## config.mk

```make
export PLATFORM = sky130hd
export DESIGN_NAME = two_key_nearest_table_match_unit
export DESIGN_NICKNAME = d
export VERILOG_FILES = /design/src/hw/rtl/tknm_pkg.sv /design/src/hw/rtl/tknm_ram.sv /design/src/hw/rtl/two_key_nearest_table_match_unit.sv
export SDC_FILE = /design/constraint.sdc
export NUM_CORES = 2
export LEC_CHECK = 0
export BUFFER_PORTS_ARGS = -buffer_cell sky130_fd_sc_hd__buf_2
export CAP_MARGIN = 20
export CORE_MARGIN = 4
export CORE_UTILIZATION = 60
export CTS_BUF_LIST = sky130_fd_sc_hd__clkbuf_2 sky130_fd_sc_hd__clkbuf_4 sky130_fd_sc_hd__clkbuf_8
export DETAILED_ROUTE_END_ITERATION = 10
export GPL_TIMING_DRIVEN = 1
export PLACE_DENSITY = 0.76
export SLEW_MARGIN = 20
export SYNTH_ARGS = -nofsm -noshare
export SYNTH_HDL_FRONTEND = slang
export SYNTH_SLANG_ARGS = --single-unit
```

## constraint.sdc

```tcl
create_clock -name clock -period 7.4 [get_ports clock]
set_input_delay 0.74 -clock clock [delete_from_list [all_inputs] [get_ports clock]]
set_output_delay 0.74 -clock clock [all_outputs]
set_load 0.01 [all_outputs]
```

## src/hw/rtl/tknm_pkg.sv

```systemverilog
`timescale 1ns / 1ps
// ---------------------------------------------------------------------------
// tknm_pkg
// Shared types and constants of the two-key nearest table match unit.
// ---------------------------------------------------------------------------
package tknm_pkg;

   localparam int VAL_W  = 16;
   localparam int DIST_W = 17;
   localparam int CNT_W  = 7;
   localparam int CSR_IDX_W = 2;

   localparam logic [DIST_W-1:0] START_DIST = 17'd25344;

   localparam logic [CSR_IDX_W-1:0] CSR_TOL_TEMP    = 2'd0;
   localparam logic [CSR_IDX_W-1:0] CSR_TOL_DENSITY = 2'd1;
   localparam logic [CSR_IDX_W-1:0] CSR_ENTRY_COUNT = 2'd2;

   localparam logic FUNC_LOAD  = 1'b0;
   localparam logic FUNC_QUERY = 1'b1;

   typedef enum logic [3:0] {
      ST_IDLE   = 4'b0001,
      ST_PASS1  = 4'b0010,
      ST_PASS2  = 4'b0100,
      ST_RESULT = 4'b1000
   } state_type;

   typedef struct packed {
      logic signed [VAL_W-1:0] temp;
      logic [VAL_W-1:0]        density;
      logic [VAL_W-1:0]        molarity;
   } entry_type;

   localparam int ENTRY_W = $bits(entry_type);

endpackage

```

## src/hw/rtl/tknm_ram.sv

```systemverilog
`timescale 1ns / 1ps
// ---------------------------------------------------------------------------
// tknm_ram
// Generic single-write, single-read RAM with a registered read port.
// ---------------------------------------------------------------------------
module tknm_ram #(
   parameter int WIDTH = 48,
   parameter int DEPTH = 64,
   localparam int ADDR_W = (DEPTH > 1) ? $clog2(DEPTH) : 1
) (
   input  logic              clock,
   input  logic              wr_en,
   input  logic [ADDR_W-1:0] wr_addr,
   input  logic [WIDTH-1:0]  wr_data,
   input  logic              rd_en,
   input  logic [ADDR_W-1:0] rd_addr,
   output logic [WIDTH-1:0]  rd_data
);

   logic [WIDTH-1:0] mem [DEPTH];
   logic [WIDTH-1:0] rd_data_ff;

   always_ff @(posedge clock) begin
      if (wr_en) begin
         mem[wr_addr] <= wr_data;
      end
      if (rd_en) begin
         rd_data_ff <= mem[rd_addr];
      end
   end

   assign rd_data = rd_data_ff;

endmodule

```

## src/hw/rtl/two_key_nearest_table_match_unit.sv

```systemverilog
`timescale 1ns / 1ps
// ---------------------------------------------------------------------------
// two_key_nearest_table_match_unit
// Table of temperature, density and molarity entries with a two-pass
// nearest-match query.
// ---------------------------------------------------------------------------
// A load beat writes one table entry. A query beat runs two passes over
// entries 0 .. n-1 (n is entry_count, clamped to the table depth) through
// one shared absolute-difference and compare unit that reads the table RAM
// one entry per cycle, and the input stays stalled while the query runs;
// a query whose temperature match is rejected skips the second pass. The
// result waits in an output register, and a finished query holds until
// that register is free.
module two_key_nearest_table_match_unit
   import tknm_pkg::*;
#(
   parameter int TABLE_DEPTH = 64
) (
   input  logic                    clock,
   input  logic                    reset,
   input  logic                    req_valid,
   output logic                    req_stall,
   input  logic                    req_func,
   input  logic [5:0]              req_entry_index,
   input  logic signed [VAL_W-1:0] req_temp,
   input  logic [VAL_W-1:0]        req_density,
   input  logic [VAL_W-1:0]        req_molarity,
   output logic                    rsp_valid,
   input  logic                    rsp_stall,
   output logic                    rsp_found,
   output logic [VAL_W-1:0]        rsp_result_molarity,
   input  logic                    csr_wr_en,
   input  logic [CSR_IDX_W-1:0]    csr_index,
   input  logic [VAL_W-1:0]        csr_wr_data
);

   localparam int IDX_W = (TABLE_DEPTH > 1) ? $clog2(TABLE_DEPTH) : 1;
   localparam int N_W   = $clog2(TABLE_DEPTH + 1);

   // load index folded into the table depth
   logic [IDX_W-1:0] wr_idx_lut [64];
   for (genvar k = 0; k < 64; k++) begin : g_lut
      assign wr_idx_lut[k] = IDX_W'(k % TABLE_DEPTH);
   end

   state_type               state_ff, state_in;
   logic [VAL_W-1:0]        tol_temp_ff, tol_temp_in;
   logic [VAL_W-1:0]        tol_density_ff, tol_density_in;
   logic [CNT_W-1:0]        entry_count_ff, entry_count_in;
   logic [N_W-1:0]          n_ff, n_in;
   logic [N_W-1:0]          idx_ff, idx_in;
   logic                    rd_vld_ff, rd_vld_in;
   logic signed [VAL_W-1:0] qt_ff, qt_in;
   logic [VAL_W-1:0]        qd_ff, qd_in;
   logic [DIST_W-1:0]       best_ff, best_in;
   logic signed [VAL_W-1:0] chosen_ff, chosen_in;
   logic [VAL_W-1:0]        mol_ff, mol_in;
   logic                    res_found_ff, res_found_in;
   logic [VAL_W-1:0]        res_mol_ff, res_mol_in;
   logic                    rsp_valid_ff, rsp_valid_in;
   logic                    rsp_found_ff, rsp_found_in;
   logic [VAL_W-1:0]        rsp_mol_ff, rsp_mol_in;

   logic                    req_accept;
   logic                    issue;
   logic                    ram_wr_en;
   logic [ENTRY_W-1:0]      ram_rd_data;
   entry_type               wr_entry;
   entry_type               rd_entry;
   logic signed [DIST_W-1:0] op_a;
   logic signed [DIST_W-1:0] op_b;
   logic signed [DIST_W:0]   diff;
   logic [DIST_W-1:0]        gap;
   logic                     closer;

   assign req_stall  = (state_ff != ST_IDLE);
   assign req_accept = req_valid && !req_stall;
   assign ram_wr_en  = req_accept && (req_func == FUNC_LOAD);
   assign issue      = ((state_ff == ST_PASS1) || (state_ff == ST_PASS2)) && (idx_ff < n_ff);

   assign wr_entry.temp     = req_temp;
   assign wr_entry.density  = req_density;
   assign wr_entry.molarity = req_molarity;
   assign rd_entry          = entry_type'(ram_rd_data);

   tknm_ram #(
      .WIDTH (ENTRY_W),
      .DEPTH (TABLE_DEPTH)
   ) u_table (
      .clock   (clock),
      .wr_en   (ram_wr_en),
      .wr_addr (wr_idx_lut[req_entry_index]),
      .wr_data (wr_entry),
      .rd_en   (issue),
      .rd_addr (idx_ff[IDX_W-1:0]),
      .rd_data (ram_rd_data)
   );

   // shared distance unit
   always_comb begin
      if (state_ff == ST_PASS1) begin
         op_a = DIST_W'(qt_ff);
         op_b = DIST_W'(rd_entry.temp);
      end else begin
         op_a = $signed({1'b0, qd_ff});
         op_b = $signed({1'b0, rd_entry.density});
      end
      diff   = (DIST_W + 1)'(op_a) - (DIST_W + 1)'(op_b);
      gap    = diff[DIST_W] ? DIST_W'(-diff) : DIST_W'(diff);
      closer = (gap < best_ff);
   end

   always_comb begin
      state_in       = state_ff;
      tol_temp_in    = tol_temp_ff;
      tol_density_in = tol_density_ff;
      entry_count_in = entry_count_ff;
      n_in           = n_ff;
      idx_in         = idx_ff;
      rd_vld_in      = issue;
      qt_in          = qt_ff;
      qd_in          = qd_ff;
      best_in        = best_ff;
      chosen_in      = chosen_ff;
      mol_in         = mol_ff;
      res_found_in   = res_found_ff;
      res_mol_in     = res_mol_ff;
      rsp_valid_in   = rsp_valid_ff && rsp_stall;
      rsp_found_in   = rsp_found_ff;
      rsp_mol_in     = rsp_mol_ff;

      if (csr_wr_en) begin
         unique case (csr_index)
            CSR_TOL_TEMP:    tol_temp_in    = csr_wr_data;
            CSR_TOL_DENSITY: tol_density_in = csr_wr_data;
            CSR_ENTRY_COUNT: entry_count_in = csr_wr_data[CNT_W-1:0];
            default: ;
         endcase
      end

      if (issue) begin
         idx_in = idx_ff + 1'b1;
      end

      unique case (state_ff)
         ST_IDLE: begin
            if (req_accept && (req_func == FUNC_QUERY)) begin
               state_in  = ST_PASS1;
               qt_in     = req_temp;
               qd_in     = req_density;
               idx_in    = '0;
               best_in   = START_DIST;
               chosen_in = '0;
               mol_in    = '0;
               if (32'(entry_count_ff) > 32'(TABLE_DEPTH)) begin
                  n_in = N_W'(TABLE_DEPTH);
               end else begin
                  n_in = N_W'(entry_count_ff);
               end
            end
         end
         ST_PASS1: begin
            if (rd_vld_ff && closer) begin
               best_in   = gap;
               chosen_in = rd_entry.temp;
            end
            if (!issue && !rd_vld_ff) begin
               if (best_ff > DIST_W'(tol_temp_ff)) begin
                  res_found_in = 1'b0;
                  res_mol_in   = '0;
                  state_in     = ST_RESULT;
               end else begin
                  best_in  = START_DIST;
                  idx_in   = '0;
                  state_in = ST_PASS2;
               end
            end
         end
         ST_PASS2: begin
            if (rd_vld_ff && (rd_entry.temp == chosen_ff) && closer) begin
               best_in = gap;
               mol_in  = rd_entry.molarity;
            end
            if (!issue && !rd_vld_ff) begin
               if (best_ff > DIST_W'(tol_density_ff)) begin
                  res_found_in = 1'b0;
                  res_mol_in   = '0;
               end else begin
                  res_found_in = 1'b1;
                  res_mol_in   = mol_ff;
               end
               state_in = ST_RESULT;
            end
         end
         ST_RESULT: begin
            if (!rsp_valid_ff || !rsp_stall) begin
               rsp_valid_in = 1'b1;
               rsp_found_in = res_found_ff;
               rsp_mol_in   = res_mol_ff;
               state_in     = ST_IDLE;
            end
         end
         default: begin
            state_in = ST_IDLE;
         end
      endcase
   end

   always_ff @(posedge clock) begin
      if (reset) begin
         state_ff       <= ST_IDLE;
         tol_temp_ff    <= 16'd256;
         tol_density_ff <= 16'd256;
         entry_count_ff <= '0;
         rd_vld_ff      <= 1'b0;
         rsp_valid_ff   <= 1'b0;
      end else begin
         state_ff       <= state_in;
         tol_temp_ff    <= tol_temp_in;
         tol_density_ff <= tol_density_in;
         entry_count_ff <= entry_count_in;
         rd_vld_ff      <= rd_vld_in;
         rsp_valid_ff   <= rsp_valid_in;
      end
      n_ff         <= n_in;
      idx_ff       <= idx_in;
      qt_ff        <= qt_in;
      qd_ff        <= qd_in;
      best_ff      <= best_in;
      chosen_ff    <= chosen_in;
      mol_ff       <= mol_in;
      res_found_ff <= res_found_in;
      res_mol_ff   <= res_mol_in;
      rsp_found_ff <= rsp_found_in;
      rsp_mol_ff   <= rsp_mol_in;
   end

   assign rsp_valid           = rsp_valid_ff;
   assign rsp_found           = rsp_found_ff;
   assign rsp_result_molarity = rsp_mol_ff;

   // a new result beat only comes out of the result state
   a_rsp_from_result: assert property (@(posedge clock) disable iff (reset)
      $rose(rsp_valid_ff) |-> $past(state_ff == ST_RESULT))
      else $error("result beat raised outside result state");

   // read data only returns while a pass is running
   a_rd_in_pass: assert property (@(posedge clock) disable iff (reset)
      rd_vld_ff |-> ((state_ff == ST_PASS1) || (state_ff == ST_PASS2)))
      else $error("table read data outside a pass");

   // scan index never runs past the clamped count
   a_idx_bound: assert property (@(posedge clock) disable iff (reset)
      ((state_ff == ST_PASS1) || (state_ff == ST_PASS2)) |-> (idx_ff <= n_ff))
      else $error("scan index beyond entry count");

   // best distance never grows above its start value
   a_best_bound: assert property (@(posedge clock) disable iff (reset)
      ((state_ff == ST_PASS1) || (state_ff == ST_PASS2)) |-> (best_ff <= START_DIST))
      else $error("best distance above start value");

endmodule
```

Word level (Yosys, flattened, before mapping)
Memory sizes are Yosys's and may differ from the RTL's. A register that Yosys moved wholly into a read port is not among the register bits.
Index checks and enable logic that the tools add are counted.

word-level totals
  register bits after elaboration = 174
  memory bits (writable) = 3,072
  ROM bits = 384
  input port bits = 78
  word-level logic and storage cells = 117
  memories kept = 2

memory list
  name             words  width  rd ports  clocked after Yosys merged registers in  write ports  RTL line                                text
  u_table.mem      64     48     1         1                                        1            tknm_ram.sv:20                          logic [WIDTH-1:0] mem [DEPTH];
  (no name shown)  64     6      1         0                                        0            two_key_nearest_table_match_unit.sv:92  .wr_addr (wr_idx_lut[req_entry_index]),

operators by class
  add/sub/neg operators = 3
  $lt $le $gt $ge = 6
  equal/unequal tests = 15
  multiplexer cells = 41
  bitwise gates (word level) = 2
  reductions and logical operators = 31

operators by type and width
  kind                 number
  $mux 17              8
  $mux 16              7
  $pmux 16 s2          3
  $pmux 17 s3          1
  $gt 17x16->1         2
  $mux 7               4
  $mux 4               5
  $sub 17x17->18       1
  $lt 17x17->1         1
  $neg 17->17          1
  $eq 16x16->1         1
  $pmux 4 s4           1
  $pmux 7 s2           1
  $mux 6               2
  $ne 2x1->1 const B   5
  $reduce_and 2->1     5
  $logic_and 1x1->1    9
  $reduce_and 3->1     3
  $mux 1               8
  $reduce_and 4->1     2
  $add 7x1->7 const B  1
  $ge 7x7->1 const B   1
  $gt 7x7->1 const B   1
  $lt 7x7->1           1
  other kinds (16)     24

Longest topological paths before layout
  depth after elaboration = 11
  depth in mapped cells = 29
  depth with buffers taken out = 25

Modules after synthesis
From an unflattened synthesis, not the netlist that was laid out.

unflattened totals
  cell total of the unflattened synthesis = 5,948
  area, all modules = 127,160.7 sq um

by module, submodules not included
  module                            times used  cells each  area each (sq um)  sequential area each (sq um)
  tknm_ram                          1           4,970       117,597.8          93,689.9
  two_key_nearest_table_match_unit  1           978         9,562.9            4,704.5

Worst setup path after synthesis
OpenSTA, ideal clock, no wires.

  path kind = reg-to-reg
  from = register state_ff[2]
  to = register best_ff[0] (enable)
  library setup time = 376 ps
  arrival = 6,249 ps
  slack = 775 ps
  stages on the path, launching flop included = 28
  clock period less this slack = 6,625 ps
  cells stage by stage = dfxtp_1 > nand2b_1 > or3_1 > clkbuf_1 > clkbuf_1 > a21oi_1 > ha_1 > nor2b_1 > o2111a_1 > o2111a_2 > o21bai_2 > a211oi_1 > o41ai_4 > buf_2 > mux2i_1 > inv_1 > ha_1 > a21boi_0 > o211ai_1 > a21oi_1 > o31ai_1 > a211o_1 > a21oi_1 > nor3b_1 > buf_1 > buf_1 > nand4_1 > nand3_1

between the ends
  word-level cells in the longest chain between the ends = 9

ends and longest elaborated chain
  what                                   RTL line                                                                          text
  from (decl)                            two_key_nearest_table_match_unit.sv:46                                            state_type state_ff, state_in;
  from (signal assigned)                 two_key_nearest_table_match_unit.sv:218                                           state_ff <= state_in;
  $eq 4x2->1                             two_key_nearest_table_match_unit.sv:101, two_key_nearest_table_match_unit.sv:145
  $mux 17                                two_key_nearest_table_match_unit.sv:101                                           if (state_ff == ST_PASS1) begin
  $sub 17x17->18                         two_key_nearest_table_match_unit.sv:108                                           diff = (DIST_W + 1)'(op_a) - (DIST_W + 1)'(op_b);
  $neg 17->17                            two_key_nearest_table_match_unit.sv:109                                           gap = diff[DIST_W] ? DIST_W'(-diff) : DIST_W'(diff);
  $mux 17                                two_key_nearest_table_match_unit.sv:109
  $lt 17x17->1                           two_key_nearest_table_match_unit.sv:110                                           closer = (gap < best_ff);
  $logic_and 1x1->1                      two_key_nearest_table_match_unit.sv:180                                           if (rd_vld_ff && (rd_entry.temp == chosen_ff) && closer) begin
  $ne 2x1->1 (no source line)            n/a
  $reduce_and 3->1 (no source line) (*)  n/a
  to (signal assigned)                   two_key_nearest_table_match_unit.sv:229                                           best_ff <= best_in;
  to (decl)                              two_key_nearest_table_match_unit.sv:55                                            logic [DIST_W-1:0] best_ff, best_in;

Every way passes the cells marked *; elsewhere a longest branch is shown, timed or not.
A chain may end at the register's enable or synchronous reset.

Final worst setup path
  from = register state_ff[2]
  to = register best_ff[8] (data pin)

between the ends
  word-level cells in the longest chain between the ends = 11

ends and longest elaborated chain
  what                  RTL line                                                                                                                  text
  $eq 4x2->1            two_key_nearest_table_match_unit.sv:79, two_key_nearest_table_match_unit.sv:101, two_key_nearest_table_match_unit.sv:145
  $mux 17               two_key_nearest_table_match_unit.sv:101
  $sub 17x17->18        two_key_nearest_table_match_unit.sv:108
  $neg 17->17           two_key_nearest_table_match_unit.sv:109
  $mux 17               two_key_nearest_table_match_unit.sv:109
  $lt 17x17->1          two_key_nearest_table_match_unit.sv:110
  $logic_and 1x1->1     two_key_nearest_table_match_unit.sv:163                                                                                   if (rd_vld_ff && closer) begin
  $mux 17               two_key_nearest_table_match_unit.sv:163
  $mux 17               two_key_nearest_table_match_unit.sv:168                                                                                   if (best_ff > DIST_W'(tol_temp_ff)) begin
  $mux 17               two_key_nearest_table_match_unit.sv:167                                                                                   if (!issue && !rd_vld_ff) begin
  $pmux 17 s3 (*)       two_key_nearest_table_match_unit.sv:145                                                                                   unique case (state_ff)
  named net best_in[8]  two_key_nearest_table_match_unit.sv:55

Mark *: on every way through the listed nets, which the timed path passes. The rest lies on a longest branch. The select of a mux whose other input is x is not followed.

==> impl_metrics.tcl <==
set metrics [dict create \
    status "completed" \
    yosys.area_share.xor_xnor_pct 0.3292 \
    num_rows 169 \
    startpoint_type "register" \
    finalSetupTns_ns 0 \
    dp_hpwl_mm 180.9 \
    async_reset_ff_share_pct 0 \
    final_antenna_net_count 0 \
    clock-sinks 3294 \
    maxSlewHeadroom_pct 19.35 \
    met1_usage_pct 42.00 \
    largest_reg_flops 3072 \
    hold_buffers 17 \
    leakagePower_nw 44.18 \
    endpoint_kind "register" \
    syn-cell-area_um2 127700 \
    pwr_density_cell_nw_per_um2 273.4 \
    min_path_cells 1 \
    clock-root-buffer "clkbuf_8" \
    vias 65455 \
    initial_utilization_pct 60.27 \
    fin_worst_skew_ns 0.05315 \
    grt_pass1_vias 65519 \
    reg2reg_from "state_ff[2]$_SDFFE_PP0P_" \
    cts_tree "yes" \
    core_area_um2 211900 \
    clock_path_buffers 4 \
    drive_gt1_share_pct 29.14 \
    grt_pass1_wl_mm 468.3 \
    arrival_ns 7.51 \
    regMostFlops "u_table.mem" \
    wirelength_mm 326.7 \
    dp.cells 8695 \
    rsz0062_at_grt "false" \
    port_buffers 96 \
    drc 0 \
    cts_made_buffers 535 \
    synth_compound_area_share_pct 2.579 \
    final_cells 9641 \
    whs_endpoint "u_table.mem[53][3]$_DFFE_PP_" \
    syn_avg_cell_area_um2 21.54 \
    synth_simple_gate_area_share_pct 2.154 \
    cts_setup_buffers 0 \
    ys.flop_type "edfxtp_1" \
    hold_viol_final 0 \
    nNetsFinal 6583 \
    viasPerCell 6.789 \
    area_growth_pct 11.98 \
    finish.utilization_pct 67.49 \
    grt_antenna_before_repair 19 \
    worstPathRequired_ns 8.17 \
    fmax_mhz 148.4 \
    fin_crit_ns 6.738 \
    synthTopCellsByCount "edfxtp_1, mux4_2, nand2_1, mux2i_1, clkbuf_1" \
    ir_worst_vdd_mv 0.2581 \
    clk_latency_ns 1.07 \
    synth_top_cell_area_share_pct 76.23 \
    top_level_ports 97 \
    post-route-period-util_pct 91.05 \
    crit_fanout 19 \
    synth-edff-count 3242 \
    ys_ff_latch 3294 \
    yosysWarnings 0 \
    path_clk_slew_ns 0.06 \
    grt_usage_pct 29.66 \
    place.gp.congestion 0.8887 \
    overflow 0 \
    hold_class "in -> reg" \
    critical_path_class "reg -> reg" \
    ys_top_cells_by_area "edfxtp_1, mux4_2, mux2i_1, dfxtp_1, nand2_1" \
    synth_cells 5928 \
    post_cts_resized 0 \
    first_pass_iters 8 \
    synth_nets 6080 \
    setup_ws_ns 0.6623 \
    max-cap-violations 0 \
    drv_slew 0 \
    synthMuxAreaShare_pct 15.99 \
    die_h_um 469.3 \
    grt_max_degree 142 \
    grt-busiest-layer "met2" \
    die_area_um2 220300 \
    synthAdderAreaFrac_pct 0.7309 \
    dr.first_iter.drc_count 9687 \
    r2r_end "best_ff[8]$_DFFE_PP_" \
    fill_cells 12874 \
    met2_usage_pct 45.82 \
    yosysUniqueCellTypes 74 \
    hold_start "req_molarity[3]" \
    die_w_um 469.3 \
    ff2ff_setup_slack_ns 0.66 \
    finalSetupViolCount 0 \
    htree_levels 6 \
    yosysMostFrequentCell "edfxtp_1" \
    synth_top_cell_by_area "edfxtp_1" \
    synth_top_family_by_area "multiplexers" \
    worst_pin_slew_ns 1.210 \
    gr-usage-met3_pct 6.706 \
    place_ws_ns 0.7324 \
    seq_area_frac_synth_pct 77.05 \
    reg2reg_depth 24 \
    wire_per_inst_um 33.88 \
]
-- cells by family (layout without fill, tap and decap cells) --
kind of cell,count (synthesis),in the layout
mux,1044,1044
fa+ha+maj,74,74
simple gates,605,605
compound gates,486,486
xor+xnor,45,45
buf+inv,380,1258
flops,3294,3294
other cells,0,14
-- worst max-delay path by stage --
| stage | from | to | cells after the start |
|---|---|---|---|
| final | state_ff[2]$_SDFFE_PP0P_ | best_ff[8]$_DFFE_PP_ | 24 |
| after global routing | state_ff[2]$_SDFFE_PP0P_ | best_ff[9]$_DFFE_PP_ | 22 |
| after CTS | state_ff[2]$_SDFFE_PP0P_ | best_ff[8]$_DFFE_PP_ | 24 |
| after detailed placement | state_ff[2]$_SDFFE_PP0P_ | best_ff[8]$_DFFE_PP_ | 22 |
| after global placement | state_ff[2]$_SDFFE_PP0P_ | mol_ff[9]$_SDFFCE_PN0P_ | 25 |
| after floorplan | state_ff[2]$_SDFFE_PP0P_ | best_ff[0]$_DFFE_PP_ | 27 |
-- final cells by class --
| class | count | area (um2) | share of cell area, % |
|---|---|---|---|
| Sequential cell | 3294 | 98410 | 68.82 |
| Multi-Input combinational cell | 2254 | 28400 | 19.86 |
| Clock buffer | 732 | 8967 | 6.271 |
| Tap cell | 2821 | 3530 | 2.468 |
| Timing Repair Buffer | 280 | 2336 | 1.634 |
| Clock inverter | 180 | 1055 | 0.7376 |
| Inverter | 66 | 257.7 | 0.1802 |
| Antenna cell | 14 | 35.03 | 0.02450 |
-- report_power, final --
part | total, mW | internal [mW] | switching [mW]
combinational | 3.39 | 1.59 | 1.80
sequential | 20.7 | 20.6 | 0.0847
clock | 15.0 | 8.08 | 6.93
total | 39.1 | 30.3 | 8.82
-- cells in the final DEF (no fill, tap or decap), types with 19 or more instances in the layout --
cell        synthesis  routed
nor3_1             57      55
o22ai_1            60      60
buf_2              53      72
nor2b_1            19      19
nand2_1           277     276
clkinv_1            1     101
o21ai_0            39      39
nor2_1            122      57
clkbuf_8            0     555
a31oi_1            35      33
ha_1               73      73
dfxtp_1            52      46
a21oi_1           135     135
edfxtp_1         3242    3242
clkinv_2            0      42
buf_4               0     163
clkbuf_4            0     177
xnor2_1            40      40
a211oi_1           28      27
mux4_2            796     796
o221ai_1           96      96
clkinvlp_4          0      20
and2_1             50      50
mux2i_1           241     241
buf_12              0      23
inv_1              65      62
nor2_4              0      65
-- per-layer routing --
| metal | share of wire [%] | up-vias |
|---|---|---|
| met1 | 36 | 34031 |
| met4 | 4.4 | 8 |
| met3 | 12 | 787 |
| li1 | - | 25932 |
| met2 | 48 | 4697 |
| met5 | 0.017 | - |
-- metrics by stage --
step | hold WS, ns | instance area (um2) | power [mW]
global route | 0.05394 | 143000 | 40.45
floorplan | 0.4003 | 127700 | 23.44
CTS | 0.04709 | 142800 | 39.30
detailed placement | 0.4129 | 132600 | 24.47
finish | 0.09408 | 143000 | 39.09
global placement | 0.4086 | 132400 | 24.40
-- critical path, cell delays in order (launching register included) --
cell,delay [ns]
dfxtp_1,0.35
nand2b_1,0.21
nor3_2,0.58
buf_4,0.31
and2_1,0.16
a21oi_1,0.05
ha_1,0.42
a21oi_1,0.12
o21ai_0,0.63
o21bai_2,0.15
a211oi_1,0.47
o41ai_4,0.21
mux2i_1,0.32
inv_1,0.08
ha_1,0.27
a21boi_0,0.12
o211ai_1,0.19
a21oi_1,0.10
o31ai_1,0.31
a211o_1,0.18
a21oi_1,0.08
nor3b_2,0.17
buf_4,0.32
mux2_2,0.38
a221o_1,0.29
(Power assumes the default switching activity.)
